==> src/hw/rtl/assert_macros.svh <==
// Assertion helpers; every use samples on clk and is muted while rst is high.
`ifndef ASSERT_MACROS_SVH
`define ASSERT_MACROS_SVH

// Same-cycle implication.
`define CHECK_NOW(label, ante, cons, msg) \
  label: assert property (@(posedge clk) disable iff (rst) (ante) |-> (cons)) \
    else $error(msg);

// Next-cycle implication.
`define CHECK_NEXT(label, ante, cons, msg) \
  label: assert property (@(posedge clk) disable iff (rst) (ante) |=> (cons)) \
    else $error(msg);

`endif

==> src/hw/rtl/bpa_pkg.sv <==
package bpa_pkg;

  localparam int PAGE_COUNT_DEF = 1024;
  localparam int MAX_ORDER_DEF  = 11;

  // request operations
  localparam logic [1:0] OP_ALLOC = 2'd0;
  localparam logic [1:0] OP_FREE  = 2'd1;
  localparam logic [1:0] OP_ADD   = 2'd2;

  // result status
  localparam logic [1:0] ST_DONE    = 2'd0;
  localparam logic [1:0] ST_NOSPACE = 2'd1;
  localparam logic [1:0] ST_BAD     = 2'd2;

  // datapath steps, one per controller state
  typedef struct packed {
    logic clear;
    logic load;
    logic pool;
    logic search;
    logic u0;
    logic u1;
    logic u2;
    logic split;
    logic mark;
    logic p0;
    logic p1;
    logic frd;
    logic fchk;
    logic mrd;
    logic mchk;
    logic fend;
    logic fin;
  } cmd_t;

  typedef struct packed {
    logic req_bad;
    logic req_alloc;
    logic req_add;
    logic cur_alloc;
    logic clr_last;
    logic pool_last;
    logic found;
    logic lvl_last;
    logic split_more;
    logic split_bud_ok;
    logic mark_last;
    logic dbl;
    logic merge_go;
    logic merge_ok;
  } sts_t;

endpackage

==> src/hw/rtl/bpa_ctrl.sv <==
module bpa_ctrl (
  input  logic          clk,
  input  logic          rst,
  input  logic          in_valid,
  output logic          in_ready,
  output logic          out_valid,
  input  logic          out_ready,
  input  bpa_pkg::sts_t sts,
  output bpa_pkg::cmd_t cmd
);

  localparam logic [4:0] S_CLR    = 5'd0;
  localparam logic [4:0] S_IDLE   = 5'd1;
  localparam logic [4:0] S_POOL   = 5'd2;
  localparam logic [4:0] S_SEARCH = 5'd3;
  localparam logic [4:0] S_U0     = 5'd4;
  localparam logic [4:0] S_U1     = 5'd5;
  localparam logic [4:0] S_U2     = 5'd6;
  localparam logic [4:0] S_SPLIT  = 5'd7;
  localparam logic [4:0] S_MARK   = 5'd8;
  localparam logic [4:0] S_P0     = 5'd9;
  localparam logic [4:0] S_P1     = 5'd10;
  localparam logic [4:0] S_FRD    = 5'd11;
  localparam logic [4:0] S_FCHK   = 5'd12;
  localparam logic [4:0] S_MRD    = 5'd13;
  localparam logic [4:0] S_MCHK   = 5'd14;
  localparam logic [4:0] S_FEND   = 5'd15;
  localparam logic [4:0] S_FIN    = 5'd16;

  logic [4:0] state;
  logic [4:0] state_next;
  logic       last_mark;

  assign in_ready = state == S_IDLE;

  always_comb begin
    cmd        = '0;
    cmd.clear  = state == S_CLR;
    cmd.load   = state == S_IDLE && in_valid;
    cmd.pool   = state == S_POOL;
    cmd.search = state == S_SEARCH;
    cmd.u0     = state == S_U0;
    cmd.u1     = state == S_U1;
    cmd.u2     = state == S_U2;
    cmd.split  = state == S_SPLIT;
    cmd.mark   = state == S_MARK;
    cmd.p0     = state == S_P0;
    cmd.p1     = state == S_P1;
    cmd.frd    = state == S_FRD;
    cmd.fchk   = state == S_FCHK;
    cmd.mrd    = state == S_MRD;
    cmd.mchk   = state == S_MCHK;
    cmd.fend   = state == S_FEND;
    cmd.fin    = state == S_FIN && (!out_valid || out_ready);
  end

  always_comb begin
    state_next = state;
    unique case (state)
      S_CLR:    if (sts.clr_last) state_next = S_IDLE;
      S_IDLE: begin
        if (in_valid) begin
          if (sts.req_bad)        state_next = S_FIN;
          else if (sts.req_alloc) state_next = S_SEARCH;
          else if (sts.req_add)   state_next = S_POOL;
          else                    state_next = S_FRD;
        end
      end
      S_POOL:   if (sts.pool_last) state_next = S_FRD;
      S_SEARCH: begin
        if (sts.found)         state_next = S_U0;
        else if (sts.lvl_last) state_next = S_FIN;
      end
      S_U0:     state_next = S_U1;
      S_U1:     state_next = S_U2;
      S_U2:     state_next = sts.cur_alloc ? S_SPLIT : S_MRD;
      S_SPLIT: begin
        if (!sts.split_more || sts.split_bud_ok) state_next = S_MARK;
      end
      S_MARK: begin
        if (sts.mark_last) state_next = (sts.cur_alloc && last_mark) ? S_FIN : S_P0;
      end
      S_P0:     state_next = S_P1;
      S_P1:     state_next = sts.cur_alloc ? S_SPLIT : S_FIN;
      S_FRD:    state_next = S_FCHK;
      S_FCHK:   state_next = sts.dbl ? S_U0 : S_MRD;
      S_MRD:    state_next = sts.merge_go ? S_MCHK : S_FEND;
      S_MCHK:   state_next = sts.merge_ok ? S_U0 : S_FEND;
      S_FEND:   state_next = S_MARK;
      S_FIN:    if (cmd.fin) state_next = S_IDLE;
      default:  state_next = S_IDLE;
    endcase
  end

  always_ff @(posedge clk) begin
    if (rst) begin
      state     <= S_CLR;
      last_mark <= 1'b0;
      out_valid <= 1'b0;
    end else begin
      state <= state_next;
      if (cmd.load) last_mark <= 1'b0;
      else if (cmd.split && !sts.split_more) last_mark <= 1'b1;
      if (cmd.fin) out_valid <= 1'b1;
      else if (out_ready) out_valid <= 1'b0;
    end
  end

endmodule

==> config.mk <==
export PLATFORM = sky130hd
export DESIGN_NAME = bpa_ctrl
export DESIGN_NICKNAME = d
export VERILOG_FILES = /design/src/hw/rtl/assert_macros.svh /design/src/hw/rtl/bpa_pkg.sv /design/src/hw/rtl/bpa_ctrl.sv
export SDC_FILE = /design/constraint.sdc
export NUM_CORES = 1
export LEC_CHECK = 0
export BUFFER_PORTS_ARGS = -buffer_cell sky130_fd_sc_hd__buf_2
export CORE_ASPECT_RATIO = 1.1
export CORE_MARGIN = 10
export CORE_UTILIZATION = 33
export DETAILED_ROUTE_END_ITERATION = 6
export GPL_TIMING_DRIVEN = 1
export PLACE_DENSITY = 0.58
export REMOVE_ABC_BUFFERS = 1
export SYNTH_ARGS = -nofsm -noshare
export SYNTH_HDL_FRONTEND = slang
export SYNTH_SLANG_ARGS = --single-unit
==> constraint.sdc <==
create_clock -name clk -period 1.8 [get_ports clk]
set_input_delay 0.09 -clock clk [delete_from_list [all_inputs] [get_ports clk]]
set_output_delay 0.09 -clock clk [all_outputs]
set_load 0.01 [all_outputs]
==> summary.md, run 1 <==
| Metric | Value |
|---|---|
| Post-Syn Instances | 110 |
| Synth warn | 0 |
| Number of clock sinks | 7 |
| Syn-to-layout area delta | 46.45% |
| EDFF count, synth | 0 |
| Largest family of logic cells by synthesized area | simple AND/OR/NAND/NOR gates |
| Fin crit period | 1.709 ns |
| Initial Util | 34.44% |
| Layout cells sized above 1 | 43.13% |
| R2R depth | 5 |
| DR vias | 1023 |
| GRT overflow | 0 |
| Die Y | 70.85 µm |
| WL/cell | 15.14 µm |
| DR vias/cell | 5.384 |
| # diodes | 0 |
| Max Fclk | 0.5850 GHz |
| Post-synthesis compound-gate area fraction | 22.58% |
| Worst r2r src | state[0] |
| Max clock buf depth | 2 |
| Max VDD drop | 375.8 µV |
| Initial antenna violation count | 0 |
| Core area | 0.002252 mm² |
| RSZ-0062 raised after global routing | true |
| Total CTS buffers | 3 |
| Outcome | finished, final reports clean |
| Post-Place Cells | 186 |
| Chip width | 66.23 µm |
| Worst-path cell chain | buf_12 -> or3_4 -> a2111oi_4 -> nor4_2 -> a221oi_1 |
| Seq/Total Area, Yosys | 18.06% |
| Dominant synthesized flop cell | dfxtp_1 |
| Worst rel slew slack | 68.90% |
| Gpl congestion | 0.8653 |
| PnR Total Power | 0.5911 mW |
| Hold WC Path Type | input pin to register |
| CTS tree | built |
| Hpwl dp | 2363 µm |
| Final routed DRC violation total | 0 |
| Number of stages on the worst setup path | 5 |
| CP Launch Type | register |
| Synth Area in Adders | 0% |
| Hold depth | 2 |
| First-pass GRT wire length | 4767 µm |
| Final setup vio count | 0 |
| Fin. Hold Viols | 0 |
| Maximum fanout along the worst path | 16 |
| Reg clk slew, reported paths | 0.05 ns |
| Worst-Skew Late Latency | 0.26 ns |
| Most frequent cells in the layout | buf_2, nor2_1, buf_4 |
| Post-DRT Antenna Nets | 0 |
| Largest net degree at the start of global routing | 18 |
| Critical path data required time | 1.96 ns |
| Die area | 0.004692 mm² |
| Worst Setup End Kind | register |
| IO Count | 37 |
| Max cap viols | 0 |
| Final core utilization | 50.44% |
| Critical Path Source | state[0] |
| Number of synthesized register bits | 7 |
| H-tree depth | 1 |
| Clk_skew | 0.002065 ns |
| Static Leak | 0.5226 nW |
| Number of global-route vias before repair | 1003 |
| Count of pins over their slew limit | 0 |
| Cell Count, Final, Fillers Out | 190 |
| FP Rows | 18 |
| CP arrival | 1.87 ns |
| CTS root buf | clkbuf_4 |
| Synth Area per Inst | 7.052 µm² |
| Worst Tran Pin Value | 0.4547 ns |
| # Post-CTS Setup Buffers | 0 |
| Crit share post-route | 94.96% |
| Synth Cell Area | 775.7 µm² |
| CP max stage cell | or3_4 |
| Cell Pwr Density | 520.3 mW/mm² |
| Fillers | 247 |
| Worst Path Buf+Inv | 1 |
| Net count, final | 179 |
| Post-Synth Simple-Gate Area | 46.29% |
| Crit path kind | register to register |
| Top delay family on crit path | compound AO/OA/AOI/OAI gates |
| DRT iter0 DRCs | 45 |
| Mux cell area share after synthesis | 1.290% |
| Hold path start | rst |
| First drt pass iteration count | 4 |
| Port bufs | 36 |
| Unique masters post-synth | 40 |
| GRT Util Overall | 12.46% |
| CP peak stage delay | 0.38 ns |
| Routed WL | 2877 µm |
| Commonest non-fill, non-tap cell in the layout | buf_2 |
| Post-synthesis xor/xnor area fraction | 0% |
| Asr flop ratio synth | 0% |
state kept, by name, summed over array words and instances (netlist names):
name	flops
state	5
last_mark	1
out_valid	1
layer usage:
metal	part of all wire (%)	track usage, %	vias up
li1	-	-	501
met1	38	13.75	477
met2	50	20.98	41
met3	9.8	4.409	4
met4	1.7	4.895	0
met5	0	0	-
repair_timing:
item | 4_1_cts | 5_1_grt
endpoints found under the hold margin | 0 | 0
endpoints found under the setup margin | 0 | 4
hold buffers | 0 | 0
gates resized for setup | 0 | 5
layout make-up:
class                      instances  area, µm²  area share (%)
tap                               30      37.54           3.304
multi-input combinational         88      561.8           49.45
timing repair buffer              54      340.3           29.96
sequential                         7      141.4           12.44
inverter                           7      28.78           2.533
clock buffer                       4      26.28           2.313
report_power, final:
group	internal, mW	switching (mW)
registers	0.163	0.0102
logic	0.132	0.140
clock network	0.0848	0.0605
Yosys cell counts (all sizes together) (2+ instances only):
cell type	n	area, µm²
a2111oi	2	36.29
a21oi	6	30.03
a31oi	4	25.02
buf	7	58.80
dfxtp	7	140.1
inv	7	28.78
nand2	7	33.78
nand2b	5	31.28
nand3	7	35.03
nor2	19	73.82
nor2b	2	12.51
nor3	5	25.02
nor4	6	37.54
o21ai	4	20.01
or3	5	41.29
or3b	2	17.52
metrics by stage:
stage | cell area, µm² | hold slack [ns] | TNS (ns) | setup slack (ns)
2_1_floorplan | 713.2 | 0.1591 | -0.1169 | -0.1031
3_3_place_gp | 1091 | 0.3644 | 0 | 0.1041
3_5_place_dp | 1091 | 0.3700 | 0 | 0.1171
4_1_cts | 1117 | 0.08989 | 0 | 0.09001
5_1_grt | 1136 | 0.09391 | -0.06308 | -0.03452
6_report | 1136 | 0.09528 | 0 | 0.09073
cell families after synthesis:
family                 after synthesis
AND/OR/NAND/NOR                     64
AO/OA/AOI/OAI                       23
buffers and inverters               15
flip-flops                           7
multiplexers                         1
worst paths after layout:
| kind | endpoint | slack [ns] |
|---|---|---|
| worst max-delay path | state[0] | 0.09 |
| worst min-delay path | state[4] | 0.1 |
| worst max register to register | state[0] | 0.09 |
| worst min register to register | last_mark | 0.59 |
(Power assumes the default switching activity.)
==> inputs of run 2 (changes only) <==
--- a/config.mk
+++ b/config.mk
@@ -7,7 +7,6 @@
 export LEC_CHECK = 0
 export BUFFER_PORTS_ARGS = -buffer_cell sky130_fd_sc_hd__buf_2
 export CORE_ASPECT_RATIO = 1.1
-export CORE_MARGIN = 10
 export CORE_UTILIZATION = 33
 export DETAILED_ROUTE_END_ITERATION = 6
 export GPL_TIMING_DRIVEN = 1
==> run 2 against run 1 <==
Net effect:
- sequential share of layout area grew 0.51 points
- via count shrank 4.6%
- clock skew grew 0.0014 ns
- combinational power shrank 7%
- highest routed layer unchanged
- utilization shrank 1.1 points
- largest cell class unchanged
==> summary.md, run 2 (synthesis results as in run 1) <==
| Metric | Value |
|---|---|
| Outcome | finished, final reports clean |
| Syn-to-layout area delta | 41.94% |
| Hpwl dp | 1959 µm |
| # Post-CTS Setup Buffers | 0 |
| Routed WL | 2421 µm |
| Initial Util | 34.79% |
| Total CTS buffers | 3 |
| DR vias/cell | 5.191 |
| M3 GR Usage | 2.389% |
| Die Y | 52.85 µm |
| GRT overflow | 0 |
| Final setup vio count | 0 |
| Commonest non-fill, non-tap cell in the layout | buf_2 |
| Top Usage Layer GRT | met2 |
| Fin. Hold Viols | 0 |
| Multi-input logic area | 561.8 µm² |
| Max VDD drop | 305.7 µV |
| Count of pins over their slew limit | 0 |
| Net count, final | 177 |
| Met1 usage | 27.42% |
| Number of clock sinks | 7 |
| Worst-Skew Late Latency | 0.26 ns |
| # diodes | 0 |
| Worst rel slew slack | 72.11% |
| Clk_skew | 0.003514 ns |
| Most frequent cells in the layout | buf_2, nor2_1, buf_4 |
| Reg clk slew, reported paths | 0.06 ns |
| Setup WS post-layout | 0.1179 ns |
| Dpl ws | 0.06064 ns |
| PnR Total Power | 0.5836 mW |
| WL/cell | 12.88 µm |
| Number of global-route vias before repair | 815 |
| DR vias | 976 |
| H-tree depth | 1 |
| Fin crit period | 1.682 ns |
| Top reg by flops | state |
| FP Rows | 18 |
| Static Leak | 0.5144 nW |
| First drt pass iteration count | 4 |
| FF/Latch Area | 142.6 µm² |
| Crit share post-route | 93.45% |
| Max cap viols | 0 |
| Layout cells sized above 1 | 43.04% |
| WHS | 0.08945 ns |
| Worst Setup End Kind | register |
| CTS root buf | clkbuf_4 |
| Die area | 0.002549 mm² |
| Max Fclk | 0.5945 GHz |
| Final routed DRC violation total | 0 |
| First-pass GRT wire length | 3732 µm |
| Hold WC Path Type | input pin to register |
| DRT iter0 DRCs | 10 |
| IO Count | 37 |
| Port bufs | 36 |
| Maximum fanout along the worst path | 15 |
| Largest net degree at the start of global routing | 16 |
| Crit path kind | register to register |
| Core area | 0.002230 mm² |
| Gpl congestion | 0.9270 |
| CTS tree | built |
| Post-DRT Antenna Nets | 0 |
| GRT Util Overall | 21.03% |
| Cell Pwr Density | 530.1 mW/mm² |
| Largest register FFs | 5 |
| CP arrival | 1.84 ns |
| RSZ-0062 raised after global routing | false |
| Biggest regs | state (5), last_mark (1), out_valid (1) |
| Met2 usage | 33.56% |
| Fillers | 244 |
| Worst Tran Pin Value | 0.4131 ns |
| Max clock buf depth | 2 |
| Initial antenna violation count | 0 |
| CP Launch Type | register |
| Final core utilization | 49.38% |
| Chip width | 48.23 µm |
| Critical path data required time | 1.95 ns |
[run 2: cell types whose count changed in the layout (fill, tap and decap cells not counted), sizes merged]
| cell | before | now |
|---|---|---|
| buf | 54 | 52 |
[run 2: what timing repair did]
item	in CTS	in global routing
setup endpoints to repair	0	4
hold buffers	0	0
resized for setup	0	6
[run 2: layer usage]
layer / vias up / part of all wire (%)
li1: 500 / -
met1: 429 / 46
met2: 38 / 46
met3: 9 / 5.3
met4: 0 / 2.2
met5: - / 0
[run 2: path summary, 6_finish.rpt]
kind | start | end | cells past startpoint | slack [ns]
setup / recovery | state[1] | state[1] | 8 | 0.12
hold / removal | rst | state[3] | 2 | 0.09
setup reg to reg | state[1] | state[1] | 8 | 0.12
hold reg to reg | last_mark | last_mark | 2 | 0.56
[run 2: final cells by class]
type | instances | area share [%]
sequential | 7 | 12.95
tap | 30 | 3.409
inverter | 7 | 2.614
clock buffer | 4 | 2.386
multi-input combinational | 88 | 51.02
timing repair buffer | 52 | 27.61
[run 2: critical path: stages, from the launching register on]
cell	delay [ns]
dfxtp_1	0.34
buf_6	0.16
or3_1	0.34
a31oi_1	0.17
o21ai_1	0.11
nand3_1	0.10
buf_4	0.12
a2bb2oi_1	0.18
nor2_1	0.05
[run 2: stage by stage]
| step | instances | area [µm²] | setup TNS, ns |
|---|---|---|---|
| after floorplan | 102 | 713.2 | -0.1169 |
| after global placement | 184 | 1051 | 0 |
| after detailed placement | 184 | 1051 | 0 |
| after CTS | 188 | 1077 | 0 |
| after global routing | 188 | 1101 | 0 |
| final | 188 | 1101 | 0 |
[run 2: report_power, final]
| group | total (mW) | switching [mW] | internal [mW] |
|---|---|---|---|
| combinational | 0.253 | 0.130 | 0.123 |
| sequential | 0.177 | 0.0130 | 0.164 |
| clock | 0.153 | 0.0680 | 0.0853 |
| total | 0.584 | 0.211 | 0.372 |
